$ cat src/rtl/bmrd_pkg.sv
// Package for the battery monitor readback decoder.
// Holds shared types, codes and the sample conversion functions; no dependencies.
package bmrd_pkg;

  localparam int MAX_DEVICES_DEF = 16;
  localparam int MAX_RES         = 3;

  localparam logic [1:0] MODE_CELL = 2'd0;
  localparam logic [1:0] MODE_TEMP = 2'd1;
  localparam logic [1:0] MODE_CONF = 2'd2;
  localparam logic [1:0] MODE_DIAG = 2'd3;

  localparam logic REG_MODE   = 1'b0;
  localparam logic REG_DEVCNT = 1'b1;

  localparam logic [2:0] KIND_CELL  = 3'd0;
  localparam logic [2:0] KIND_NCT   = 3'd1;
  localparam logic [2:0] KIND_CT    = 3'd2;
  localparam logic [2:0] KIND_INT   = 3'd3;
  localparam logic [2:0] KIND_RAW   = 3'd4;

  localparam logic [2:0] CONF_LEN   = 3'd6;
  localparam logic [2:0] DIAG_LEN   = 3'd2;
  localparam logic [2:0] CELL_GRPS  = 3'd5;
  localparam logic [2:0] TEMP_BYTES = 3'd4;

  localparam logic [15:0] OFFS_512  = 16'd512;
  localparam logic [11:0] TEMP_OFFS = 12'd58;
  localparam logic [15:0] TEMP_BASE = 16'd114;
  localparam logic [15:0] KELVIN    = 16'd273;
  localparam logic [23:0] RECIP17   = 24'd3856;

  typedef struct packed {
    logic [1:0] mode;
    logic [4:0] dev_cnt;
    logic       mode_wr;
  } cfg_t;

  typedef struct packed {
    logic [15:0] value;
    logic [2:0]  kind;
    logic [3:0]  device;
    logic [3:0]  channel;
    logic        last;
    logic        done;
  } res_t;

  typedef struct packed {
    logic                 load;
    logic [1:0]           cnt;
    res_t [MAX_RES-1:0]   res;
  } dec_out_t;

  function automatic logic [15:0] cell_scale(input logic [11:0] v);
    logic [15:0] u;
    u = 16'(v) - OFFS_512;
    return u + (u >> 1);
  endfunction

  function automatic logic [15:0] ext_temp(input logic [11:0] t);
    logic        neg;
    logic [11:0] m;
    logic [23:0] p;
    logic [7:0]  q;
    neg = t > TEMP_OFFS;
    m   = neg ? (t - TEMP_OFFS) : (TEMP_OFFS - t);
    p   = 24'(m) * RECIP17;
    q   = p[23:16];
    return neg ? (TEMP_BASE - 16'(q)) : (TEMP_BASE + 16'(q));
  endfunction

  function automatic logic [15:0] int_temp(input logic [11:0] t);
    logic [15:0] u;
    logic [15:0] u3;
    u  = 16'(t) - OFFS_512;
    u3 = u + (u << 1);
    return (u3 >> 4) - KELVIN;
  endfunction

endpackage

$ cat src/rtl/bmrd_cfg.sv
// Configuration registers of the readback decoder on an APB-style port.
// Depends on bmrd_pkg.
module bmrd_cfg (
  input  logic               clk,
  input  logic               rst_n,
  input  logic               cfg_psel,
  input  logic               cfg_penable,
  input  logic               cfg_pwrite,
  input  logic [2:0]         cfg_paddr,
  input  logic [31:0]        cfg_pwdata,
  output logic [31:0]        cfg_prdata,
  output logic               cfg_pready,
  output bmrd_pkg::cfg_t     cfg
);

  logic [1:0] mode_r;
  logic [4:0] dev_cnt_r;
  logic       wr;

  assign cfg_pready = 1'b1;
  assign wr = cfg_psel && cfg_penable && cfg_pwrite;

  always_ff @(posedge clk) begin
    if (!rst_n) begin
      mode_r    <= bmrd_pkg::MODE_CELL;
      dev_cnt_r <= 5'd1;
    end else if (wr) begin
      unique case (cfg_paddr[2])
        bmrd_pkg::REG_MODE:   mode_r    <= cfg_pwdata[1:0];
        bmrd_pkg::REG_DEVCNT: dev_cnt_r <= cfg_pwdata[4:0];
        default: ;
      endcase
    end
  end

  always_comb begin
    unique case (cfg_paddr[2])
      bmrd_pkg::REG_MODE:   cfg_prdata = {30'd0, mode_r};
      bmrd_pkg::REG_DEVCNT: cfg_prdata = {27'd0, dev_cnt_r};
      default:              cfg_prdata = 32'd0;
    endcase
  end

  assign cfg.mode    = mode_r;
  assign cfg.dev_cnt = dev_cnt_r;
  assign cfg.mode_wr = wr && (cfg_paddr[2] == bmrd_pkg::REG_MODE);

endmodule

$ cat src/rtl/bmrd_decode.sv
// Input register, frame counters and single-pass byte decode.
// Depends on bmrd_pkg.
module bmrd_decode #(
  parameter int MAX_DEVICES = bmrd_pkg::MAX_DEVICES_DEF
) (
  input  logic                 clk,
  input  logic                 rst_n,
  input  logic                 in_tvalid,
  output logic                 in_tready,
  input  logic [7:0]           in_byte,
  input  logic                 in_start,
  input  bmrd_pkg::cfg_t       cfg,
  input  logic                 can_load,
  output bmrd_pkg::dec_out_t   dec
);

  localparam int DW = $clog2(MAX_DEVICES + 1);
  localparam int CW = (DW > 5) ? DW : 5;

  logic          in_v_r;
  logic [7:0]    rx_r;
  logic          fs_r;
  logic          go;

  logic [2:0]    bp_r, bp_nxt, bp;
  logic [2:0]    gi_r, gi_nxt, gi;
  logic [DW-1:0] di_r, di_nxt, di;
  logic          fin_r, fin_nxt, fin;
  logic [7:0]    held_r [4];
  logic          hold_we;

  logic [CW-1:0] dc;
  logic [CW:0]   di_inc;
  logic          skip;
  logic          lastdev;
  logic [3:0]    dev4;
  logic [2:0]    len;
  logic [11:0]   v0, v1, t0, t1, t2;
  bmrd_pkg::res_t [bmrd_pkg::MAX_RES-1:0] res;
  logic [1:0]    cnt;

  assign go        = in_v_r && can_load;
  assign in_tready = !in_v_r || go;

  always_ff @(posedge clk) begin
    if (!rst_n) begin
      in_v_r <= 1'b0;
    end else if (in_tready) begin
      in_v_r <= in_tvalid;
    end
  end

  always_ff @(posedge clk) begin
    if (in_tready && in_tvalid) begin
      rx_r <= in_byte;
      fs_r <= in_start;
    end
  end

  always_comb begin
    if (CW'(cfg.dev_cnt) > CW'(MAX_DEVICES)) begin
      dc = CW'(MAX_DEVICES);
    end else begin
      dc = CW'(cfg.dev_cnt);
    end
  end

  always_comb begin
    bp  = fs_r ? 3'd0 : bp_r;
    gi  = fs_r ? 3'd0 : gi_r;
    di  = fs_r ? '0 : di_r;
    fin = fs_r ? 1'b0 : fin_r;

    di_inc  = (CW + 1)'(di) + (CW + 1)'(1);
    skip    = fin || (CW'(di) >= dc);
    lastdev = di_inc == (CW + 1)'(dc);
    dev4    = 4'(di);
    len     = (cfg.mode == bmrd_pkg::MODE_CONF) ? bmrd_pkg::CONF_LEN : bmrd_pkg::DIAG_LEN;

    v0 = {held_r[1][3:0], held_r[0]};
    v1 = {rx_r, held_r[1][7:4]};
    t0 = {held_r[1][3:0], held_r[0]};
    t1 = {held_r[2], held_r[1][7:4]};
    t2 = {rx_r[3:0], held_r[3]};

    bp_nxt  = bp;
    gi_nxt  = gi;
    di_nxt  = di;
    fin_nxt = fin;
    hold_we = 1'b0;
    cnt     = 2'd0;
    for (int k = 0; k < bmrd_pkg::MAX_RES; k++) begin
      res[k].value   = 16'd0;
      res[k].kind    = bmrd_pkg::KIND_RAW;
      res[k].device  = dev4;
      res[k].channel = 4'd0;
      res[k].last    = 1'b0;
      res[k].done    = 1'b0;
    end

    if (!skip) begin
      unique case (cfg.mode)
        bmrd_pkg::MODE_CELL: begin
          priority if (gi >= bmrd_pkg::CELL_GRPS) begin
            bp_nxt  = 3'd0;
            gi_nxt  = 3'd0;
            di_nxt  = DW'(di_inc);
            fin_nxt = di_inc >= (CW + 1)'(dc);
          end else if (bp < 3'd2) begin
            hold_we = 1'b1;
            bp_nxt  = bp + 3'd1;
          end else begin
            cnt            = 2'd2;
            res[0].value   = bmrd_pkg::cell_scale(v0);
            res[0].kind    = bmrd_pkg::KIND_CELL;
            res[0].channel = 4'({gi, 1'b0});
            res[1].value   = bmrd_pkg::cell_scale(v1);
            res[1].kind    = bmrd_pkg::KIND_CELL;
            res[1].channel = 4'({gi, 1'b1});
            res[1].last    = 1'b1;
            res[1].done    = (gi == 3'd4) && lastdev;
            bp_nxt         = 3'd0;
            gi_nxt         = gi + 3'd1;
          end
        end
        bmrd_pkg::MODE_TEMP: begin
          priority if (bp < bmrd_pkg::TEMP_BYTES) begin
            hold_we = 1'b1;
            bp_nxt  = bp + 3'd1;
          end else if (bp == bmrd_pkg::TEMP_BYTES) begin
            cnt            = 2'd3;
            res[0].value   = bmrd_pkg::ext_temp(t0);
            res[0].kind    = bmrd_pkg::KIND_NCT;
            res[0].channel = 4'd0;
            res[1].value   = bmrd_pkg::ext_temp(t1);
            res[1].kind    = bmrd_pkg::KIND_CT;
            res[1].channel = 4'd1;
            res[2].value   = bmrd_pkg::int_temp(t2);
            res[2].kind    = bmrd_pkg::KIND_INT;
            res[2].channel = 4'd2;
            res[2].last    = 1'b1;
            res[2].done    = lastdev;
            bp_nxt         = 3'd5;
          end else begin
            bp_nxt  = 3'd0;
            gi_nxt  = 3'd0;
            di_nxt  = DW'(di_inc);
            fin_nxt = di_inc >= (CW + 1)'(dc);
          end
        end
        bmrd_pkg::MODE_CONF, bmrd_pkg::MODE_DIAG: begin
          priority if (bp < len) begin
            cnt            = 2'd1;
            res[0].value   = {8'd0, rx_r};
            res[0].kind    = bmrd_pkg::KIND_RAW;
            res[0].channel = 4'(bp);
            res[0].last    = 1'b1;
            res[0].done    = ((bp + 3'd1) == len) && lastdev;
            bp_nxt         = bp + 3'd1;
          end else begin
            bp_nxt  = 3'd0;
            gi_nxt  = 3'd0;
            di_nxt  = DW'(di_inc);
            fin_nxt = di_inc >= (CW + 1)'(dc);
          end
        end
        default: ;
      endcase
    end
  end

  always_ff @(posedge clk) begin
    if (!rst_n) begin
      bp_r  <= 3'd0;
      gi_r  <= 3'd0;
      di_r  <= '0;
      fin_r <= 1'b0;
    end else if (cfg.mode_wr) begin
      bp_r  <= 3'd0;
      gi_r  <= 3'd0;
      di_r  <= '0;
      fin_r <= 1'b0;
    end else if (go) begin
      bp_r  <= bp_nxt;
      gi_r  <= gi_nxt;
      di_r  <= di_nxt;
      fin_r <= fin_nxt;
    end
  end

  always_ff @(posedge clk) begin
    if (go && hold_we) begin
      held_r[bp[1:0]] <= rx_r;
    end
  end

  assign dec.load = go;
  assign dec.cnt  = cnt;
  assign dec.res  = res;

endmodule

$ cat src/rtl/bmrd_outq.sv
// Result register bank that holds up to three results of one byte and drains them in order.
// Depends on bmrd_pkg.
module bmrd_outq (
  input  logic                 clk,
  input  logic                 rst_n,
  input  bmrd_pkg::dec_out_t   dec,
  output logic                 can_load,
  output logic                 out_tvalid,
  input  logic                 out_tready,
  output bmrd_pkg::res_t       out_res
);

  bmrd_pkg::res_t [bmrd_pkg::MAX_RES-1:0] q_r;
  logic [1:0] left_r;
  logic       fire;

  assign out_tvalid = left_r != 2'd0;
  assign fire       = out_tvalid && out_tready;
  assign can_load   = (left_r == 2'd0) || ((left_r == 2'd1) && out_tready);
  assign out_res    = q_r[0];

  always_ff @(posedge clk) begin
    if (!rst_n) begin
      left_r <= 2'd0;
    end else if (dec.load) begin
      left_r <= dec.cnt;
    end else if (fire) begin
      left_r <= left_r - 2'd1;
    end
  end

  always_ff @(posedge clk) begin
    if (dec.load) begin
      q_r <= dec.res;
    end else if (fire) begin
      q_r[0] <= q_r[1];
      q_r[1] <= q_r[2];
    end
  end

`ifndef SYNTHESIS
  a_load_free: assert property (@(posedge clk) disable iff (!rst_n)
    dec.load |-> (left_r == 2'd0) || ((left_r == 2'd1) && fire))
    else $error("result bank loaded while results pending");
  a_drain: assert property (@(posedge clk) disable iff (!rst_n)
    (fire && !dec.load) |=> left_r == $past(left_r) - 2'd1)
    else $error("result count did not advance on transaction");
  a_last_tail: assert property (@(posedge clk) disable iff (!rst_n)
    out_tvalid |-> (q_r[0].last == (left_r == 2'd1)))
    else $error("last flag not on final result of a byte");
  a_cnt_range: assert property (@(posedge clk) disable iff (!rst_n)
    left_r != 2'd0 |-> left_r <= 2'(bmrd_pkg::MAX_RES))
    else $error("result count out of range");
`endif

endmodule

$ cat src/rtl/battery_monitor_readback_decoder_top.sv
// Battery monitor readback decoder: top level.
// Depends on bmrd_pkg, bmrd_cfg, bmrd_decode and bmrd_outq.
//
// Usage:
//   in_*  : one received response byte per transaction; in_tuser[0] marks the
//           first byte of a response and clears the frame counters.
//   out_* : decoded results, one per transaction; out_tlast closes the results
//           of one byte, out_tuser holds the result kind and flags the final
//           result of the response.
//   cfg_* : APB-style port, frame_mode at 0x0, device_count at 0x4; write only
//           while the block is idle. A frame_mode write restarts the response.
// Path: a byte is registered in the input register, decoded from there into
//   the result bank once the bank can take it, and offered from that bank.
// Throughput: one byte per cycle while out_tready is high and each byte gives
//   at most one result; a byte giving two or three results holds the input
//   until all but its last are taken; all share the one result bank and output.
// Reset: counters cleared, frame_mode 0, device_count 1, no results pending.
// Stall: while out_tready is low results hold; one more byte is taken into the
//   input register, then in_tready drops until the bank drains.
module battery_monitor_readback_decoder_top #(
  parameter int MAX_DEVICES = bmrd_pkg::MAX_DEVICES_DEF
) (
  input  logic        clk,
  input  logic        rst_n,
  input  logic        in_tvalid,
  output logic        in_tready,
  input  logic [7:0]  in_tdata,   // [7:0] rx_byte
  input  logic [0:0]  in_tuser,   // [0] frame_start
  output logic        out_tvalid,
  input  logic        out_tready,
  output logic [23:0] out_tdata,  // [15:0] value, [19:16] device, [23:20] channel
  output logic        out_tlast,
  output logic [3:0]  out_tuser,  // [2:0] kind, [3] response_done
  input  logic        cfg_psel,
  input  logic        cfg_penable,
  input  logic        cfg_pwrite,
  input  logic [2:0]  cfg_paddr,
  input  logic [31:0] cfg_pwdata,
  output logic [31:0] cfg_prdata,
  output logic        cfg_pready
);

  bmrd_pkg::cfg_t     cfg;
  bmrd_pkg::dec_out_t dec;
  bmrd_pkg::res_t     out_res;
  logic               can_load;

  bmrd_cfg u_cfg (
    .clk         (clk),
    .rst_n       (rst_n),
    .cfg_psel    (cfg_psel),
    .cfg_penable (cfg_penable),
    .cfg_pwrite  (cfg_pwrite),
    .cfg_paddr   (cfg_paddr),
    .cfg_pwdata  (cfg_pwdata),
    .cfg_prdata  (cfg_prdata),
    .cfg_pready  (cfg_pready),
    .cfg         (cfg)
  );

  bmrd_decode #(
    .MAX_DEVICES (MAX_DEVICES)
  ) u_decode (
    .clk       (clk),
    .rst_n     (rst_n),
    .in_tvalid (in_tvalid),
    .in_tready (in_tready),
    .in_byte   (in_tdata),
    .in_start  (in_tuser[0]),
    .cfg       (cfg),
    .can_load  (can_load),
    .dec       (dec)
  );

  bmrd_outq u_outq (
    .clk        (clk),
    .rst_n      (rst_n),
    .dec        (dec),
    .can_load   (can_load),
    .out_tvalid (out_tvalid),
    .out_tready (out_tready),
    .out_res    (out_res)
  );

  assign out_tdata = {out_res.channel, out_res.device, out_res.value};
  assign out_tlast = out_res.last;
  assign out_tuser = {out_res.done, out_res.kind};

endmodule
$ cat config.mk
export PLATFORM = sky130hd
export DESIGN_NAME = battery_monitor_readback_decoder_top
export DESIGN_NICKNAME = d
export VERILOG_FILES = /design/src/rtl/bmrd_pkg.sv /design/src/rtl/bmrd_cfg.sv /design/src/rtl/bmrd_decode.sv /design/src/rtl/bmrd_outq.sv /design/src/rtl/battery_monitor_readback_decoder_top.sv
export SDC_FILE = /design/constraint.sdc
export NUM_CORES = 1
export LEC_CHECK = 0
export BUFFER_PORTS_ARGS = -buffer_cell sky130_fd_sc_hd__buf_2
export CAP_MARGIN = 0
export CORE_MARGIN = 2
export CORE_UTILIZATION = 60
export DETAILED_ROUTE_END_ITERATION = 8
export PLACE_DENSITY = 0.79
export SYNTH_ARGS = -nofsm -noshare
export SYNTH_HDL_FRONTEND = slang
export SYNTH_SLANG_ARGS = --single-unit
$ cat constraint.sdc
create_clock -name clk -period 18.9 [get_ports clk]
set_clock_uncertainty 0.1 [all_clocks]
set_input_delay 0 -clock clk [delete_from_list [all_inputs] [get_ports clk]]
set_output_delay 0 -clock clk [all_outputs]
set_load 0.05 [all_outputs]
==> results of run 1 <==
-- layer usage --
metal	routed length, microns	GRT usage [%]	up-vias
met5	0	0	-
met4	879	10.4	0
met3	1630	3.92	62
met2	14700	46.3	358
met1	12600	34.7	4779
li1	-	-	4888
-- per-stage QoR --
stage | utilization (%) | hold WS [ps]
after global placement | 62.5 | 77.5
after global routing | 66.3 | 168
after floorplan | - | -1.13
after CTS | 66.3 | 72.4
final | 66.3 | 119
after detailed placement | 62.5 | 78.1
-- registers in the layout, summed over array words and instances (netlist names) --
signal and count:
u_outq.q_r 48, u_decode.held_r 32, u_outq.out_res 28, u_decode.rx_r 8, u_cfg.dev_cnt_r 5, u_decode.di_r 5
u_decode.bp_r 3, u_decode.gi_r 3, u_cfg.mode_r 2, u_outq.left_r 2, u_decode.fin_r 1, u_decode.fs_r 1
u_decode.in_v_r 1
-- critical path, stage by stage, from the launching register on --
cell and delay (ps):
edfxtp_1 460, inv_1 140, ha_1 230, a21oi_1 420, o211ai_1 210, nand2b_1 200
a21oi_1 690, a21oi_1 170, xnor2_1 480, inv_1 190, fa_1 490, fa_1 470
fa_1 520, inv_1 50, ha_1 280, ha_1 330, a22o_1 240, nor3_1 260
and3_1 210, nand3_1 100, a41o_1 280, xor2_1 410, ha_1 260, or3_1 160
nand2_1 60, a211oi_1 800, a221o_1 230
-- final timing paths --
check,endpoint,cells past startpoint
max,u_outq.out_res[25]$_DFFE_PP_,26
min,u_cfg.dev_cnt_r[1]$_SDFFE_PN0P_,4
max reg2reg,u_outq.out_res[25]$_DFFE_PP_,26
min reg2reg,u_decode.gi_r[2]$_SDFFE_PP0P_,2
-- area by class of cell --
cell class | instances | area, sq um | share of cell area [%]
clock inverter | 14 | 135 | 0.963
sequential | 139 | 3950 | 28.2
multi-input combinational | 1031 | 8070 | 57.5
timing repair buffer | 86 | 566 | 4.03
clock buffer | 18 | 429 | 3.06
inverter | 142 | 533 | 3.80
tap | 275 | 344 | 2.45
-- power groups by stage --
| stage | registers (mW) | logic, mW | clock network [mW] |
|---|---|---|---|
| global route | 0.403 | 1.31 | 0.334 |
| finish | 0.400 | 1.17 | 0.322 |
| CTS | 0.399 | 1.16 | 0.322 |
| global placement | 0.404 | 1.11 | 0 |
| floorplan | 0.397 | 0.946 | 0 |
| detailed placement | 0.406 | 1.15 | 0 |
-- cells by family (layout without fill, tap and decap cells) --
group / after synthesis / count (layout) / synth area share [%]
adders and majority gates: 221 / 221 / 24.2
other: 2 / 28 / 0.0578
muxes: 15 / 15 / 1.19
xor gates and xnor gates: 95 / 95 / 6.54
buffers and inverters: 232 / 260 / 8.33
DFF: 139 / 139 / 30.4
AOI/OAI and AO/OA: 322 / 322 / 16.5
and+or+nand+nor: 350 / 350 / 12.8
-- synth_stat cells, drive strengths merged (4+ instances only) --
master | count | share of area [%]
a2111oi | 5 | 0.50
a222oi | 5 | 0.39
and3 | 15 | 0.72
ha | 171 | 16
mux2 | 4 | 0.35
a21oi | 94 | 3.6
a22oi | 12 | 0.69
buf | 59 | 3.3
o211ai | 6 | 0.45
o21bai | 6 | 0.35
clkbuf | 31 | 0.90
a31oi | 14 | 0.67
and2 | 11 | 0.53
inv | 140 | 4.0
nand3 | 28 | 1.1
edfxtp | 117 | 27
a211o | 6 | 0.40
xor2 | 43 | 3.0
fa | 50 | 7.7
nand2 | 115 | 3.4
nand2b | 17 | 0.82
nor4 | 9 | 0.43
nor2b | 22 | 1.1
mux2i | 11 | 0.85
a21boi | 5 | 0.29
a21o | 24 | 1.4
o21ai | 73 | 2.8
o21a | 4 | 0.23
nor2 | 83 | 2.4
or3 | 5 | 0.24
nor3 | 22 | 0.85
nand4 | 4 | 0.19
a221o | 9 | 0.69
xnor2 | 52 | 3.5
a211oi | 12 | 0.79
dfxtp | 22 | 3.4
o31ai | 9 | 0.52
nand3b | 4 | 0.23
-- repair_timing --
action | 4_1_cts | 5_1_grt
hold endpoints to repair | 19 | 0
hold buffers | 25 | 0
gates resized for setup | 0 | 0
==> metrics, run 1 <==
status=finished clean; commonest cells after routing, fill and taps aside=ha_1 (171), inv_1 (137), edfxtp_1 (117), nand2_1 (114), a21oi_1 (93); sw power=871 uW; dpl ws=roughly 10000 ps; Sw Share=between 40% and 50%; highest clock rate=117 MHz; Clock transition at path regs=60 ps; GPL Wtd Cong=between 0.9 and 1; H-tree depth=4; Post-CTS Setup Inserts=0; GRT Util Overall=27.1%; TNS Setup=0 ps; Die X=151 microns; gr ovfl total=0; Worst Hold Class=input pin to flip-flop; first drt pass iteration count=5; Die H=151 microns; design area=between 0.01 and 0.015 sq mm; Logic pwr share=61.8%; Final HPWL DP=between 20 and 25 mm; first-pass GRT wire length=slightly below 50 mm; Hold Startpoint=cfg_pwrite; # diodes=0; crit path from=u_decode.held_r[0][2]$_DFFE_PP_; CTS tree=done; sequential share of the synthesized area=between 30% and 40%; CP endpoint kind=flip-flop; P_int=about 1 mW; port bufs=57; crit start category=flip-flop; Max Slew Vio Count=0; Via Count=slightly above 10000; area grow syn2layout=7.93%; Area after DPL=approximately 0.013 sq mm; Post-synth ARST share=0%; Min Clock Period, post-route=around 8600 ps; drt total wl=29.7 mm; I/O pin total=~120; fin cells=about 1700; Arrival @ worst endpoint=between 8000 and 9000 ps; Syn Inst Count=around 1400; initial core utilization=about three fifths; CP Max Fanout=10; DRC=0; critical path class=flip-flop to flip-flop; ys flop type=edfxtp_1; RSZ-0062 raised after global routing=false; worst-skew pair later-pin latency=440 ps; drt wl/cell=roughly 17 microns; share of layout cells above drive strength 1=7.55%; Clock power frac=between 10% and 20%; Setup WS post-layout=10330 ps; relative slew slack=approximately 29%; max_cap viols=0; Final setup viols=0; power density cells=135 mW/mm^2; Core Footprint=0.0212 sq mm; Max Root-Sink Buffers=2; vias in the first global route=~10000; DIE AREA=0.0229 sq mm; warning count from the yosys run=0; FP Rows=53; initial antenna violation count=0; actual slew at the worst max-slew pin=roughly 1100 ps; total power=1.89 mW; distinct cell type count after synthesis=83; CTS Buf Count=17; Post-synth EDFFs=between 100 and 150; maximum number of pins on one net before global-route repair=just over 60; reg2reg start=u_decode.held_r[0][2]$_DFFE_PP_; Root Driver=clkbuf_16; Leakage=6.33 nW; drt initial violations=921; # clock sinks=approximately 140; Fillers=between 1500 and 2000; Critical Path RT=~19000 ps; Final period util=around 45%; leading cell type in the layout, fill and taps excluded=ha_1; Mean Syn Cell Area=about 9.4 sq um; final hold violation count=0; Seq cells post-synth=139; Max VDD drop=151 uV; Inst Count DP=between 1500 and 2000; Antenna Nets Post-Route=0; vias per cell=5.92; Netlist Area Pre-Place=approximately 0.013 sq mm; reg2reg setup slack=roughly 10000 ps; Total Nets Final=roughly 1700; register share of total power=a little over a fifth
(Power assumes the default switching activity.)
==> run 2, diff against run 1 <==
--- a/config.mk
+++ b/config.mk
@@ -5,6 +5,7 @@
 export SDC_FILE = /design/constraint.sdc
 export NUM_CORES = 1
 export LEC_CHECK = 0
+export ABC_AREA = 1
 export BUFFER_PORTS_ARGS = -buffer_cell sky130_fd_sc_hd__buf_2
 export CAP_MARGIN = 0
 export CORE_MARGIN = 2
==> constraint.sdc (replaced) <==
create_clock -name clk -period 8.8 [get_ports clk]
set_clock_uncertainty 0.1 [all_clocks]
set_input_delay 0 -clock clk [delete_from_list [all_inputs] [get_ports clk]]
set_output_delay 0 -clock clk [all_outputs]
set_load 0.05 [all_outputs]
==> run 2 against run 1 <==
- first-iteration DRC count decreased by 3.4%
- sequential power increased to 2.5 times the previous value
- cell count rose by 17%
==> metrics, run 2 <==
status=finished clean; H-tree depth=4 (unchanged); CP Max Fanout=17 (+7); sw power=2.96 mW (+240%); highest clock rate=138 MHz (+18%); Post-synth ARST share=0% (unchanged); CTS Buf Count=17 (unchanged); distinct cell type count after synthesis=64 (-23%); Die H=153 microns (+1.5%); vias in the first global route=10579 (+6.1%); Synth area leaders=edfxtp_1 (26%), ha_1 (16%), nand2_1 (9.0%); Arrival @ worst endpoint=7340 ps (-1430 ps); critical path class=flip-flop to flip-flop; Critical Path RT=8870 ps (-10230 ps); port bufs=57 (unchanged); Final HPWL DP=23.2 mm (+4.5%); GRT Util Overall=26.1% (-1.0 points); Clock transition at path regs=70 ps (about the same); post-synthesis mux area share=0% (-1.2 points); drt total wl=30.5 mm (+2.4%); final hold violation count=0 (unchanged); Post-synth EDFFs=117 (unchanged); Root Driver=clkbuf_16; drt wl/cell=15.3 microns (-13%); Total Nets Final=1976 (+17%); Worst path most repeated cell=nand2_1; Clock power frac=13.7% (-3.3 points); Syn Inst Count=1645 (+20%); ys flop type=edfxtp_1; actual slew at the worst max-slew pin=960 ps (-103 ps); Fillers=1748 (+9.7%); first drt pass iteration count=7 (+2); FP Rows=54 (+1.9%); Final setup viols=0 (unchanged); max reg flops=48 (unchanged); GPL Wtd Cong=0.934 (+2.3%); P_int=2.67 mW (+160%); relative slew slack=35.8% (+7.2 points); # clock sinks=139 (unchanged); cell with the largest stage delay on the worst path=xor2_1; total power=5.63 mW (+200%); Seq cells post-synth=139 (unchanged); Post-Synth XOR/XNOR Area=3.57% (-3.0 points); DIE AREA=0.0236 sq mm (+3.0%); Worst path max stage delay=680 ps (-120 ps); commonest cells after routing, fill and taps aside=nand2_1 (320), inv_1 (271), ha_1 (171), edfxtp_1 (117), nor2_1 (114); Max Root-Sink Buffers=2 (unchanged); Simple-Gate Fraction of Synth Area=20.1% (+7.2 points); Leakage=7.14 nW (+13%); count leader, synth=nand2_1; gr ovfl total=0 (unchanged); initial antenna violation count=0 (unchanged); worst-skew pair later-pin latency=420 ps (-20 ps); area grow syn2layout=8.76%; main combinational cell family by area after synthesis=adder cells; drt initial violations=890 (-3.4%); max_cap viols=0 (unchanged); RSZ-0062 raised after global routing=false; Synth area leader=edfxtp_1; power density cells=386 mW/mm^2 (+190%); Synth top area share=26.2% (-0.81 points); post-synthesis compound-gate area fraction=11.7% (-4.8 points); post-cts sizing count=0 (unchanged); register share of total power=17.8% (-3.3 points); Core Footprint=0.0219 sq mm (+3.5%); Final period util=82.6% (+37 points); sequential share of the synthesized area=29.5% (-0.92 points); Min Clock Period, post-route=7270 ps (-1310 ps); leading cell type in the layout, fill and taps excluded=nand2_1; crit start category=flip-flop; warning count from the yosys run=0 (unchanged); Worst Hold Class=input pin to flip-flop; Max Slew Vio Count=0 (unchanged); TNS Setup=0 ps (unchanged); Logic pwr share=68.6% (+6.8 points); CTS tree=done; Max VDD drop=412 uV (+170%); Mean Syn Cell Area=8.15 sq um (-14%); first-pass GRT wire length=50.5 mm (+3.9%); Sw Share=52.6% (+6.6 points); Synth Area in Adders=23.4% (-0.73 points); Via Count=10960 (+8.7%); share of layout cells above drive strength 1=9.96% (+2.4 points); Antenna Nets Post-Route=0 (unchanged); vias per cell=5.49 (-7.2%); initial core utilization=61.2% (-0.22 points); Netlist Area Pre-Place=0.0134 sq mm (+3.1%); CP endpoint kind=flip-flop; Largest Register=u_outq.q_r; DRC=0 (unchanged); maximum number of pins on one net before global-route repair=62 (+1.6%); I/O pin total=115 (unchanged); synth cell count leaders=nand2_1 (320), inv_1 (271), ha_1 (171), edfxtp_1 (117), nor2_1 (115); # diodes=0 (unchanged); Die X=153 microns (+1.5%)
==> run 2: area by class of cell <==
cell class                 count  area [sq um]  area share [%]
clock buffer                  17           425            2.92
clock inverter                15           200            1.37
inverter                     285          1070            7.34
multi-input combinational   1173          7990            54.8
sequential                   139          3950            27.1
tap                          280           350            2.40
timing repair buffer          88           586            4.02
==> run 2: kinds of logic (layout without fill, tap and decap cells) <==
family          count (synthesis)  count (layout)
xor+xnor                       52              52
flops                         139             139
fa+ha+maj                     221             221
buf+inv                       359             405
other cells                     2              28
simple gates                  598             598
compound gates                274             274
==> run 2: final timing paths <==
check,startpoint,end,slack (ps),cells after the start
hold reg to reg,u_decode.gi_r[0]$_SDFFE_PP0P_,u_decode.gi_r[0]$_SDFFE_PP0P_,360,2
setup / recovery,u_decode.held_r[0][2]$_DFFE_PP_,u_outq.out_res[19]$_DFFE_PP_,1530,34
hold / removal,cfg_paddr[2],u_decode.di_r[3]$_SDFFE_PP0P_,70,5
setup reg to reg,u_decode.held_r[0][2]$_DFFE_PP_,u_outq.out_res[19]$_DFFE_PP_,1530,34
==> run 2: critical path, delay by kind of cell, from the launching register on <==
kind / cells / cell delay [ps]
and+or+nand+nor: 19 / 2190
xor gates and xnor gates: 2 / 940
DFF: 1 / 470
buffers and inverters: 6 / 950
AOI/OAI and AO/OA: 1 / 160
adders and majority gates: 6 / 2210
==> run 2: layer usage <==
metal	vias up	share of wire, %	global-route usage (%)
met3	38	5.9	3.06
li1	5443	-	-
met4	0	1.6	5.94
met5	-	0	0
met2	406	49	45.6
met1	5073	44	34.8
==> run 2: repair_timing <==
action,4_1_cts,5_1_grt
buffers inserted,0,0
hold buffers,27,0
endpoints found under the hold margin,19,0
==> run 2: power by group through the flow <==
| stage | Clock (mW) | Sequential [mW] | Combinational (mW) |
|---|---|---|---|
| floorplan | 0 | 1.01 | 3.13 |
| global placement | 0 | 1.00 | 3.71 |
| detailed placement | 0 | 1.01 | 3.82 |
| CTS | 0.772 | 0.998 | 3.86 |
| global route | 0.799 | 1.01 | 4.42 |
| finish | 0.770 | 1.00 | 3.86 |
==> run 2: through the flow <==
| step | instance area (sq um) | utilization [%] | instances | hold WS (ps) | setup slack [ps] |
|---|---|---|---|---|---|
| 3_5_place_dp | 13700 | 62.5 | 1938 | 78.1 | 1560 |
| 2_1_floorplan | 13500 | - | 1671 | -1.13 | 2720 |
| 5_1_grt | 14600 | 66.6 | 1997 | 134 | 861 |
| 6_report | 14600 | 66.6 | 1997 | 72.1 | 1530 |
| 4_1_cts | 14600 | 66.6 | 1997 | 33.8 | 1530 |
| 3_3_place_gp | 13700 | 62.5 | 1938 | 77.0 | 1670 |
